## src/rtl/core/rsap_pkg.sv

```systemverilog
// shared types and constants for the radius sequence attribute parser
`default_nettype none
package rsap_pkg;

   localparam int MAX_PACKET_DEFAULT = 4096;

   localparam int HDR_LEN  = 20;
   localparam int AUTH_LEN = 16;
   localparam int MIN_WALK = 4;
   localparam int SEQ_LEN  = 4;

   localparam logic [7:0] VSA_TYPE    = 8'd26;
   localparam logic [7:0] SEQ_SUBTYPE = 8'd201;

   // status codes of a result
   localparam logic [2:0] ST_SEQ_FOUND = 3'd0;
   localparam logic [2:0] ST_OK_NO_SEQ = 3'd1;
   localparam logic [2:0] ST_LEN_ERR   = 3'd2;
   localparam logic [2:0] ST_FRAME_ERR = 3'd3;
   localparam logic [2:0] ST_SEQ_LEN   = 3'd4;

   // walk error code, no error shares the zero code
   localparam logic [2:0] ERR_NONE = 3'd0;

   typedef enum logic [7:0] {
      PH_HDR   = 8'b0000_0001,
      PH_TYPE  = 8'b0000_0010,
      PH_LEN   = 8'b0000_0100,
      PH_VEND  = 8'b0000_1000,
      PH_VTYPE = 8'b0001_0000,
      PH_VLEN  = 8'b0010_0000,
      PH_BODY  = 8'b0100_0000,
      PH_DONE  = 8'b1000_0000
   } phase_type;

   typedef struct packed {
      logic [7:0] data_byte;
      logic       last_byte;
   } req_type;

   typedef struct packed {
      logic [2:0]  status;
      logic [7:0]  packet_code;
      logic [7:0]  packet_id;
      logic [31:0] sequence_number;
      logic [63:0] auth_high;
      logic [63:0] auth_low;
   } rsp_type;

endpackage
`default_nettype wire

```

## src/rtl/core/rsap_parser.sv

```systemverilog
// per-byte packet walk: header capture, attribute framing and status on the last byte
`default_nettype none
module rsap_parser #(
   parameter int MAX_PACKET = rsap_pkg::MAX_PACKET_DEFAULT
) (
   input  wire logic             clock,
   input  wire logic             reset,
   input  wire logic             enable,
   input  wire rsap_pkg::req_type req_item,
   output logic                  done,
   output rsap_pkg::rsp_type     result
);

   localparam int CW   = $clog2(MAX_PACKET + 2);
   localparam int AW   = $clog2(MAX_PACKET + 262);
   localparam int WW   = ((AW > 16) ? AW : 16) + 1;
   localparam logic [CW-1:0] MAX_C = CW'(MAX_PACKET);

   logic [CW-1:0]       byte_count_ff, byte_count_in;
   logic [15:0]         declared_length_ff, declared_length_in;
   logic [AW-1:0]       attr_start_ff, attr_start_in;
   logic [AW-1:0]       attr_end_ff, attr_end_in;
   rsap_pkg::phase_type attr_phase_ff, attr_phase_in;
   logic [7:0]          attr_type_ff, attr_type_in;
   logic [7:0]          sub_type_ff, sub_type_in;
   logic [31:0]         seq_value_ff, seq_value_in;
   logic                seq_done_ff, seq_done_in;
   logic [2:0]          err_code_ff, err_code_in;
   logic [7:0]          code_ff, code_in;
   logic [7:0]          id_ff, id_in;
   logic [63:0]         auth_hi_ff, auth_hi_in;
   logic [63:0]         auth_lo_ff, auth_lo_in;

   logic [7:0]    c;
   logic [WW-1:0] pos_w, dl_w, na_pos;
   logic          do_next;
   logic          seq_attr;
   logic [AW-1:0] end_calc;
   logic [2:0]    status;

   assign c     = req_item.data_byte;
   assign pos_w = WW'(byte_count_ff);
   assign dl_w  = WW'(declared_length_ff);

   always_comb begin
      byte_count_in      = byte_count_ff;
      declared_length_in = declared_length_ff;
      attr_start_in      = attr_start_ff;
      attr_end_in        = attr_end_ff;
      attr_phase_in      = attr_phase_ff;
      attr_type_in       = attr_type_ff;
      sub_type_in        = sub_type_ff;
      seq_value_in       = seq_value_ff;
      seq_done_in        = seq_done_ff;
      err_code_in        = err_code_ff;
      code_in            = code_ff;
      id_in              = id_ff;
      auth_hi_in         = auth_hi_ff;
      auth_lo_in         = auth_lo_ff;
      do_next            = 1'b0;
      na_pos             = '0;
      end_calc           = '0;
      seq_attr = (attr_type_ff == rsap_pkg::VSA_TYPE) && (sub_type_ff == rsap_pkg::SEQ_SUBTYPE);
      status             = rsap_pkg::ST_LEN_ERR;

      if (enable) begin
         if (byte_count_ff >= MAX_C) begin
            byte_count_in = MAX_C + CW'(1);
         end else begin
            byte_count_in = byte_count_ff + CW'(1);
            case (attr_phase_ff)
               rsap_pkg::PH_HDR: begin
                  if (pos_w == WW'(0)) begin
                     code_in = c;
                  end else if (pos_w == WW'(1)) begin
                     id_in = c;
                  end else if (pos_w < WW'(4)) begin
                     declared_length_in = {declared_length_ff[7:0], c};
                  end else if (pos_w < WW'(12)) begin
                     auth_hi_in = {auth_hi_ff[55:0], c};
                  end else if (pos_w < WW'(4 + rsap_pkg::AUTH_LEN)) begin
                     auth_lo_in = {auth_lo_ff[55:0], c};
                  end
                  if (pos_w == WW'(rsap_pkg::HDR_LEN - 1)) begin
                     do_next = 1'b1;
                     na_pos  = WW'(rsap_pkg::HDR_LEN);
                  end
               end
               rsap_pkg::PH_TYPE: begin
                  attr_type_in  = c;
                  sub_type_in   = '0;
                  attr_phase_in = rsap_pkg::PH_LEN;
               end
               rsap_pkg::PH_LEN: begin
                  if (c < 8'd2) begin
                     attr_phase_in = rsap_pkg::PH_DONE;
                     err_code_in   = rsap_pkg::ST_FRAME_ERR;
                  end else if (attr_type_ff == rsap_pkg::VSA_TYPE) begin
                     attr_phase_in = rsap_pkg::PH_VEND;
                  end else begin
                     end_calc    = attr_start_ff + AW'(c);
                     attr_end_in = end_calc;
                     if (pos_w + WW'(1) == WW'(end_calc)) begin
                        do_next = 1'b1;
                        na_pos  = WW'(end_calc);
                     end else begin
                        attr_phase_in = rsap_pkg::PH_BODY;
                     end
                  end
               end
               rsap_pkg::PH_VEND: begin
                  // vendor id bytes are skipped
                  if (pos_w == WW'(attr_start_ff) + WW'(5)) begin
                     attr_phase_in = rsap_pkg::PH_VTYPE;
                  end
               end
               rsap_pkg::PH_VTYPE: begin
                  sub_type_in   = c;
                  attr_phase_in = rsap_pkg::PH_VLEN;
               end
               rsap_pkg::PH_VLEN: begin
                  if (c < 8'd2) begin
                     attr_phase_in = rsap_pkg::PH_DONE;
                     err_code_in   = rsap_pkg::ST_FRAME_ERR;
                  end else if (sub_type_ff == rsap_pkg::SEQ_SUBTYPE &&
                               c != 8'(rsap_pkg::SEQ_LEN + 2)) begin
                     attr_phase_in = rsap_pkg::PH_DONE;
                     err_code_in   = rsap_pkg::ST_SEQ_LEN;
                  end else begin
                     end_calc    = attr_start_ff + AW'(6) + AW'(c);
                     attr_end_in = end_calc;
                     if (pos_w + WW'(1) == WW'(end_calc)) begin
                        do_next = 1'b1;
                        na_pos  = WW'(end_calc);
                     end else begin
                        attr_phase_in = rsap_pkg::PH_BODY;
                     end
                  end
               end
               rsap_pkg::PH_BODY: begin
                  if (seq_attr) begin
                     seq_value_in = {seq_value_ff[23:0], c};
                  end
                  if (pos_w + WW'(1) == WW'(attr_end_ff)) begin
                     if (seq_attr) begin
                        seq_done_in   = 1'b1;
                        attr_phase_in = rsap_pkg::PH_DONE;
                     end else begin
                        do_next = 1'b1;
                        na_pos  = WW'(attr_end_ff);
                     end
                  end
               end
               default: begin
               end
            endcase

            // decide what follows an attribute boundary
            if (do_next) begin
               if (na_pos == dl_w) begin
                  attr_phase_in = rsap_pkg::PH_DONE;
                  err_code_in   = rsap_pkg::ERR_NONE;
               end else if (na_pos > dl_w || dl_w - na_pos <= WW'(rsap_pkg::MIN_WALK)) begin
                  attr_phase_in = rsap_pkg::PH_DONE;
                  err_code_in   = rsap_pkg::ST_FRAME_ERR;
               end else begin
                  attr_start_in = AW'(na_pos);
                  attr_phase_in = rsap_pkg::PH_TYPE;
               end
            end
         end

         if (byte_count_in > MAX_C || byte_count_in < CW'(rsap_pkg::HDR_LEN) ||
             WW'(byte_count_in) != WW'(declared_length_in)) begin
            status = rsap_pkg::ST_LEN_ERR;
         end else if (seq_done_in) begin
            status = rsap_pkg::ST_SEQ_FOUND;
         end else if (attr_phase_in == rsap_pkg::PH_DONE) begin
            status = (err_code_in == rsap_pkg::ERR_NONE) ? rsap_pkg::ST_OK_NO_SEQ
                                                         : err_code_in;
         end else begin
            status = rsap_pkg::ST_FRAME_ERR;
         end
      end
   end

   assign done                   = enable & req_item.last_byte;
   assign result.status          = status;
   assign result.packet_code     = code_in;
   assign result.packet_id       = id_in;
   assign result.sequence_number = (status == rsap_pkg::ST_SEQ_FOUND) ? seq_value_in : 32'd0;
   assign result.auth_high       = auth_hi_in;
   assign result.auth_low        = auth_lo_in;

   always_ff @(posedge clock) begin
      if (reset || done) begin
         // the last byte returns the walk to its start for the next packet
         byte_count_ff      <= '0;
         declared_length_ff <= '0;
         attr_start_ff      <= AW'(rsap_pkg::HDR_LEN);
         attr_end_ff        <= '0;
         attr_phase_ff      <= rsap_pkg::PH_HDR;
         attr_type_ff       <= '0;
         sub_type_ff        <= '0;
         seq_value_ff       <= '0;
         seq_done_ff        <= 1'b0;
         err_code_ff        <= rsap_pkg::ERR_NONE;
         code_ff            <= '0;
         id_ff              <= '0;
         auth_hi_ff         <= '0;
         auth_lo_ff         <= '0;
      end else begin
         byte_count_ff      <= byte_count_in;
         declared_length_ff <= declared_length_in;
         attr_start_ff      <= attr_start_in;
         attr_end_ff        <= attr_end_in;
         attr_phase_ff      <= attr_phase_in;
         attr_type_ff       <= attr_type_in;
         sub_type_ff        <= sub_type_in;
         seq_value_ff       <= seq_value_in;
         seq_done_ff        <= seq_done_in;
         err_code_ff        <= err_code_in;
         code_ff            <= code_in;
         id_ff              <= id_in;
         auth_hi_ff         <= auth_hi_in;
         auth_lo_ff         <= auth_lo_in;
      end
   end

endmodule
`default_nettype wire

```

## src/rtl/core/radius_sequence_attribute_parser.sv

```systemverilog
// top level: request handshake, packet walk and registered result
`default_nettype none
// Parses a RADIUS packet at one byte per clock while req_ready is high. Each
// request carries one packet byte in wire order. The request flagged last_byte
// closes the packet: the edge that accepts it loads one result into the result
// register, so rsp_valid rises in the cycle after that request. The result holds
// the status, the header code and identifier, the authenticator and the sequence
// number of the first four-byte vendor sub-attribute 201. Bytes that are not last
// produce no result. A request is accepted when req_valid and req_ready are
// high; req_ready drops only while a result sits in the register and rsp_ready
// is low. Bytes beyond MAX_PACKET are not parsed and give a length mismatch.
module radius_sequence_attribute_parser #(
   parameter int MAX_PACKET = rsap_pkg::MAX_PACKET_DEFAULT
) (
   input  wire logic              clock,
   input  wire logic              reset,
   input  wire logic              req_valid,
   output logic                   req_ready,
   input  wire rsap_pkg::req_type req_payload,
   output logic                   rsp_valid,
   input  wire logic              rsp_ready,
   output rsap_pkg::rsp_type      rsp_payload
);

   logic              accept;
   logic              done;
   rsap_pkg::rsp_type result;
   logic              rsp_valid_ff, rsp_valid_in;
   rsap_pkg::rsp_type rsp_ff;

   assign req_ready = !rsp_valid_ff || rsp_ready;
   assign accept    = req_valid && req_ready;

   rsap_parser #(
      .MAX_PACKET (MAX_PACKET)
   ) u_parser (
      .clock    (clock),
      .reset    (reset),
      .enable   (accept),
      .req_item (req_payload),
      .done     (done),
      .result   (result)
   );

   always_comb begin
      rsp_valid_in = rsp_valid_ff;
      if (done) begin
         rsp_valid_in = 1'b1;
      end else if (rsp_ready) begin
         rsp_valid_in = 1'b0;
      end
   end

   always_ff @(posedge clock) begin
      if (reset) begin
         rsp_valid_ff <= 1'b0;
      end else begin
         rsp_valid_ff <= rsp_valid_in;
      end
   end

   always_ff @(posedge clock) begin
      if (done) begin
         rsp_ff <= result;
      end
   end

   assign rsp_valid   = rsp_valid_ff;
   assign rsp_payload = rsp_ff;

endmodule
`default_nettype wire
```

## config.mk

```make
export PLATFORM = sky130hd
export DESIGN_NAME = radius_sequence_attribute_parser
export DESIGN_NICKNAME = d
export VERILOG_FILES = /design/src/rtl/core/rsap_pkg.sv /design/src/rtl/core/rsap_parser.sv /design/src/rtl/core/radius_sequence_attribute_parser.sv
export SDC_FILE = /design/constraint.sdc
export NUM_CORES = 1
export LEC_CHECK = 0
export ABC_AREA = 1
export BUFFER_PORTS_ARGS = -buffer_cell sky130_fd_sc_hd__buf_2
export CAP_MARGIN = 10
export CORE_MARGIN = 4
export CORE_UTILIZATION = 25
export CTS_BUF_LIST = sky130_fd_sc_hd__clkbuf_16
export DETAILED_ROUTE_END_ITERATION = 12
export GPL_TIMING_DRIVEN = 0
export SLEW_MARGIN = 20
export SYNTH_ARGS = -nofsm -noshare
export SYNTH_HDL_FRONTEND = slang
export SYNTH_SLANG_ARGS = --single-unit
```

## constraint.sdc

```tcl
create_clock -name clock -period 7.84 [get_ports clock]
set_clock_uncertainty 0.15 [all_clocks]
set_input_delay 0 -clock clock [delete_from_list [all_inputs] [get_ports clock]]
set_output_delay 0 -clock clock [all_outputs]
set_load 0.1 [all_outputs]
```

### Word level (Yosys, flattened, before mapping)

Index checks and enable logic that the tools add are counted.

| word-level totals | value |
|---|---|
| bits in registers | 439 |
| latch bits | 0 |
| bits in writable memories | 0 |
| bits in read-only memories | 0 |
| input port bits | 13 |
| output and inout bits | 181 |
| logic and storage cells | 185 |
| memories | 0 |

| cells by class | value |
|---|---|
| add/sub/neg operators | 7 |
| $mul | 0 |
| divide/modulo/power cells | 0 |
| magnitude comparators | 9 |
| equal/unequal tests | 23 |
| shifts and indexed selects | 0 |
| muxes and demuxes | 102 |
| bitwise logic cells | 4 |
| reductions and logical operators | 19 |

Operator list:

| kind | number |
|---|---|
| $mux 64 | 15 |
| $mux 8 | 23 |
| $mux 32 | 4 |
| $mux 17 | 7 |
| $mux 13 | 9 |
| $mux 16 | 6 |
| $pmux 17 s4 | 1 |
| $eq 17x13->1 | 3 |
| $pmux 8 s6 | 1 |
| $mux 3 | 13 |
| $add 13x8->13 | 2 |
| $lt 13x5->1 const B | 2 |
| $pmux 13 s2 | 1 |
| $mux 1 | 18 |
| $eq 13x17->1 | 1 |
| $eq 17x16->1 | 1 |
| $gt 17x16->1 | 1 |
| $le 17x3->1 const B | 1 |
| $logic_not 17->1 | 1 |
| $sub 16x17->17 | 1 |
| $eq 8x5->1 const B | 2 |
| $eq 8x8->1 const B | 2 |
| $ne 13x16->1 | 1 |
| $pmux 8 s2 | 1 |
| other kinds (32) | 47 |

### Logic depth before layout (Yosys ltp)

| depth | value |
|---|---|
| word-level depth | 24 |
| mapped depth | 50 |
| gate-level depth less buffers | 47 |

### By module

Synthesis repeated with hierarchy kept, for this count alone.

| unflattened totals | value |
|---|---|
| cell total of the unflattened synthesis | 2541 |
| area, all modules | 20946.3 sq um |

By module, submodules not included:

| module | instances | cells an instance | area each (sq um) | sequential area each (sq um) |
|---|---|---|---|---|
| rsap_parser | 1 | 2356 | 15521.1 | 5185.0 |
| radius_sequence_attribute_parser | 1 | 185 | 5425.2 | 5395.2 |

### Worst setup path after synthesis

OpenSTA, ideal clock, no wires.

| timing | value |
|---|---|
| path kind | reg2reg |
| start | register rsp_valid_ff (netlist: rsp_valid) |
| end | register rsp_ff (netlist bit rsp_payload[0]) (enable) |
| setup time | 0.531 ns |
| arrival time | 5.519 ns |
| data required time | 7.159 ns |
| slack | 1.640 ns |
| cell stages (with the launch flop) | 6 |
| buffers on the path | 0 |
| clock period less this slack | 6.200 ns |
| cells stage by stage | dfxtp_1 nand2_1 nand2_1 inv_1 nand2_1 inv_1 |

| between the ends | value |
|---|---|
| word-level cells in the longest chain between the ends | 4 |

Ends and longest elaborated chain:

| item | RTL line | text |
|---|---|---|
| start: declaration | radius_sequence_attribute_parser.sv:28 | `logic rsp_valid_ff, rsp_valid_in;` |
| start signal: assignment | radius_sequence_attribute_parser.sv:58 | `rsp_valid_ff <= rsp_valid_in;` |
| $logic_not 1->1 | radius_sequence_attribute_parser.sv:31 | `assign req_ready = !rsp_valid_ff \|\| rsp_ready;` |
| $logic_or 1x1->1 | radius_sequence_attribute_parser.sv:31 |  |
| net req_ready | radius_sequence_attribute_parser.sv:18 | `output logic req_ready,` |
| $logic_and 1x1->1 | radius_sequence_attribute_parser.sv:32 | `assign accept = req_valid && req_ready;` |
| $and 1x1->1 | rsap_parser.sv:187 | `assign done = enable & req_item.last_byte;` |
| net done | radius_sequence_attribute_parser.sv:26 | `logic done;` |
| end signal: assignment | radius_sequence_attribute_parser.sv:64 | `rsp_ff <= result;` |
| end: declaration | radius_sequence_attribute_parser.sv:29 | `rsap_pkg::rsp_type rsp_ff;` |

The timed path passes the listed nets, and every way through them passes these cells.
A chain may end at the register's enable or synchronous reset.

### Final worst setup path

| timing | value |
|---|---|
| start | register u_parser.attr_start_ff[0] |
| end | register rsp_ff (netlist bit rsp_payload[135]), data pin |

| between the ends | value |
|---|---|
| word-level cells in the longest chain between the ends | 24 |
| elaborated cells on any way between the ends | 56 |
| those cells by class | add/sub: 5; order compare: 2; eq/ne: 5; mux: 41; reduce/logical: 3 |

Ends and longest elaborated chain:

| item | RTL line | text |
|---|---|---|
| start: declaration | rsap_parser.sv:21 | `logic [AW-1:0] attr_start_ff, attr_start_in;` |
| start signal: assignment | rsap_parser.sv:200 | `attr_start_ff <= AW'(rsap_pkg::HDR_LEN);` |
| start signal: assignment | rsap_parser.sv:215 | `attr_start_ff <= attr_start_in;` |
| $add 13x3->13 | rsap_parser.sv:130 | `end_calc = attr_start_ff + AW'(6) + AW'(c);` |
| $add 13x8->13 | rsap_parser.sv:130 |  |
| $eq 17x13->1 | rsap_parser.sv:132 | `if (pos_w + WW'(1) == WW'(end_calc)) begin` |
| $mux 13 | rsap_parser.sv:132 |  |
| $mux 17 | rsap_parser.sv:125 | `end else if (sub_type_ff == rsap_pkg::SEQ_SUBTYPE &&` |
| $mux 17 | rsap_parser.sv:122 | `if (c < 8'd2) begin` |
| $pmux 17 s4 | rsap_parser.sv:71 | `case (attr_phase_ff)` |
| $mux 17 | rsap_parser.sv:67 | `if (byte_count_ff >= MAX_C) begin` |
| [... 8 more ...] | n/a |  |
| $mux 3 | rsap_parser.sv:66 | `if (enable) begin` |
| $logic_not 3->1 | rsap_parser.sv:179 | `status = (err_code_in == rsap_pkg::ERR_NONE) ? rsap_pkg::ST_OK_NO_SEQ` |
| $mux 3 | rsap_parser.sv:179 |  |
| $mux 3 * | rsap_parser.sv:178 | `end else if (attr_phase_in == rsap_pkg::PH_DONE) begin` |
| $mux 3 * | rsap_parser.sv:176 | `end else if (seq_done_in) begin` |
| $mux 3 * | rsap_parser.sv:173 | `if (byte_count_in > MAX_C \|\| byte_count_in < CW'(rsap_pkg::HDR_LEN) \|\|` |
| $mux 3 * | rsap_parser.sv:66 |  |
| $logic_not 3->1 * | rsap_parser.sv:191 | `assign result.sequence_number = (status == rsap_pkg::ST_SEQ_FOUND) ? seq_value_in : 32'd0;` |

Mark *: on every way between the ends. The rest lies on a longest branch, timed or not. The select of a mux whose other input is x is not followed.

==> metrics.md <==
| Metric | Value |
|---|---|
| RD Place Congestion | approximately 0.94 |
| Dpl hpwl | approximately 51 mm |
| All-Layer GR Usage | 0.1450 |
| Run status | finished clean |
| Cell Pwr Density | about 210 nW/um2 |
| Sequential Power Share | 0.466 |
| Synthesized Nets | 2686 |
| Syn Inst Count | between 2000 and 3000 |
| Max-slew headroom | 0.2742 |
| Max Clock Freq | about 140 MHz |
| Sw frac | 0.2989 |
| DRC viols | 0 |
| Post-synth top flop | dfxtp_1 |
| Fin util | 0.2994 |
| VDD IR-drop max | ~150 uV |
| Worst Setup End Kind | register |
| WS Path Type | reg2reg |
| Post-synth top cells | 849 x nand2_1, 260 x dfxtp_1, 232 x a21oi_1 |
| Slowest cell delay on critical path | approximately 0.7 ns |
| # H-tree levels | 2 |
| Via Count | around 19000 |
| Starting density of the core | 0.2527 |
| Synth area leaders | edfxtp_1 25%, dfxtp_1 25%, nand2_1 15% |
| Clk slew on worst S/H paths | ~0.060 ns |
| Lkg Pwr | 11.00 nW |
| Async set-reset flop share out of synthesis | 0 |
| Number of max-cap violations | 0 |
| First-pass DRT Iterations | 7 |
| Psw | around 1.6 mW |
| TritonCTS clock tree | built |
| Area share of the largest cell type after synthesis | 0.2542 |
| Vias in the first global route | around 17000 |
| Core box area | roughly 84000 um2 |
| Sequential fraction of the synthesis area | 0.5004 |
| Clock root buffer master | clkbuf_16 |
| Fin. Hold Viols | 0 |
| First-pass GRT wire length | just over 100 mm |
| Chip Width | approximately 300 um |
| Die height | 298.8 um |
| Wirelength per Cell | about 17 um |
| EDFF count, synth | between 150 and 200 |
| Cell variety after synth | 57 |
| DR iter-0 viols | between 1500 and 2000 |
| Number of port buffers | between 150 and 200 |
| Hold WC Path Type | in2reg |
| CP Data Required Time | approximately 8 ns |
| Critical-path top delay cell | nor3_1 |
| Area after DPL | around 24000 um2 |
| Worst slew pin tran | about 1.1 ns |
| Combinational Power Share | 0.152 |
| Maximum buffer depth of the clock tree | 3 |
| Antenna Nets Post-Route | 0 |
| Syn_area_per_cell | 8.037 um2 |
| Max Transition Viols Final | 0 |
| Count leader, synth | nand2_1 |
| Die area | ~90000 um2 |
| Yosys warnings | 0 |
| Layout Area Growth over Synthesis | 18.50% |
| Number of placement rows | around 110 |
| Layout cells sized above 1 | 0.1328 |
| Post-layout min period | roughly 7.4 ns |
| Worst Path Arrival | around 7.6 ns |
| Dpl cells | 3959 |
| Total CTS buffers | 45 |
| Vias per cell | roughly 4.6 |
| GR Overflow Total | 0 |
| Final wirelength | between 60 and 70 mm |
| CTS sink count | 439 |
| Initial antenna violation count | 1 |
| Worst setup SP type | register |
| Nets | 2935 |
| Crit share post-route | 0.9402 |
| Area leader, netlist | edfxtp_1 |
| CP max FO | 10 |
| Internal Dissipation | ~3.7 mW |
| Clock Power Share | 0.382 |
| Io pins | around 190 |
| Mapped Area | between 20000 and 25000 um2 |
| Yosys reg bits | 439 |
| Final setup vio count | 0 |
| Largest net degree at the start of global routing | 101 |
| Clk_lat worst skew | between 0.5 and 0.6 ns |
| Most used cell, CP | nand2_1 |
| Layout Cells excl Fill | about 4000 |
| Design Area, Final | between 20000 and 30000 um2 |
[flip-flops by register name (all words and copies together) (netlist names)]
signal,count
u_parser.code_ff,8
u_parser.auth_lo_ff,64
u_parser.auth_hi_ff,64
u_parser.seq_done_ff,1
u_parser.byte_count_ff,13
rsp_payload,179
u_parser.sub_type_ff,8
u_parser.attr_type_ff,8
u_parser.id_ff,8
u_parser.attr_start_ff,13
u_parser.seq_value_ff,32
u_parser.err_code_ff,3
u_parser.declared_length_ff,16
u_parser.attr_phase_ff,8
u_parser.attr_end_ff,13
rsp_valid,1
[final timing paths]
path                                                              from                                    to  slack (ns)  depth (start not counted)
worst min register to register          u_parser.code_ff[5]$_SDFF_PP0_        u_parser.code_ff[5]$_SDFF_PP0_        0.32                          2
worst min-delay path                                    req_payload[7]  u_parser.sub_type_ff[6]$_SDFFE_PP0P_        0.02                          4
worst max-delay path            u_parser.attr_start_ff[0]$_SDFFE_PP0P_        rsp_payload[135]$_SDFFCE_PP0P_        0.47                         37
worst max register to register  u_parser.attr_start_ff[0]$_SDFFE_PP0P_        rsp_payload[135]$_SDFFCE_PP0P_        0.47                         37
[metal layers]
layer | GRT usage | up-vias | share of wire | routed length [um]
met1 | 0.1933 | 8573 | 0.44 | 29660
met2 | 0.2392 | 632 | 0.46 | 30950
met4 | 0.04891 | 2 | 0.035 | 2378
met5 | 0 | - | 0.00019 | 13
li1 | - | 9194 | - | -
met3 | 0.02376 | 134 | 0.068 | 4630
[cell type report]
type,count,area (um2)
clock inverters,36,205.2
inverters,249,945.9
diodes,1,2.502
well taps,1134,1419
plain buffers,98,456.7
flip-flops and latches,439,10580
repair buffers,203,1081
clock buffers,46,1151
multi-input cells,1844,9214
fillers,8960,58630
[power groups by stage]
stage | logic (mW) | clock network [mW] | registers [mW]
2_1_floorplan | 0.337 | 0 | 2.76
3_3_place_gp | 0.783 | 0 | 2.51
3_5_place_dp | 0.787 | 0 | 2.50
4_1_cts | 0.792 | 2.06 | 2.45
5_1_grt | 0.857 | 2.15 | 2.45
6_report | 0.799 | 2.01 | 2.45
[cell families (layout without fill, tap and decap cells)]
group,after synthesis,count (layout),synth area share
adder cells (fa/ha/maj),42,42,0.02734
buffers and inverters,348,632,0.06586
multiplexers,32,32,0.01515
XOR/XNOR,46,46,0.01905
AO/OA/AOI/OAI,388,388,0.09900
other,0,1,0
flip-flops,439,439,0.5004
AND/OR/NAND/NOR,1336,1336,0.2733
[metrics by stage]
step           total power [mW]  setup TNS [ns]  hold WS, ns  worst slack [ns]
4_1_cts                   5.303               0     0.003000            0.1348
3_3_place_gp              3.294          -14.44       0.1732           -0.4840
5_1_grt                   5.456        -0.03127      0.03847         -0.009516
3_5_place_dp              3.287          -13.20       0.1705           -0.4238
2_1_floorplan             3.101               0   -0.0009729             1.640
6_report                  5.254               0      0.02287            0.4686
[placed cells by master (no fill, tap or decap), types with 21 or more instances in the layout]
| cell | Yosys | final |
|---|---|---|
| a21oi_1 | 232 | 231 |
| buf_2 | 7 | 200 |
| nand3_1 | 142 | 142 |
| nand4_1 | 44 | 44 |
| clkbuf_16 | 0 | 46 |
| xor2_1 | 25 | 25 |
| nand2_1 | 849 | 849 |
| nor3_2 | 32 | 32 |
| o21ai_0 | 95 | 93 |
| nor2_1 | 188 | 188 |
| dfxtp_1 | 260 | 259 |
| clkbuf_1 | 70 | 67 |
| edfxtp_1 | 179 | 179 |
| nor3_1 | 25 | 25 |
| inv_1 | 231 | 240 |
| xnor2_1 | 21 | 21 |
| mux2i_1 | 32 | 32 |
| ha_1 | 35 | 35 |
[worst max-delay path: cells and delay by family (launching register included)]
family,cells,cell delay [ns]
simple gates,27,4.10
fa+ha+maj,3,1.15
compound gates,3,0.72
buf+inv,3,0.50
flops,1,0.38
xor+xnor,1,0.17
[timing repair]
action | CTS | global route
setup buffers | 0 | 1
hold endpoints to repair | 13 | 10
endpoints found under the setup margin | 0 | 47
hold buffers | 6 | 2
resized for setup | 0 | 12
Power figures use the tool's default switching activity.
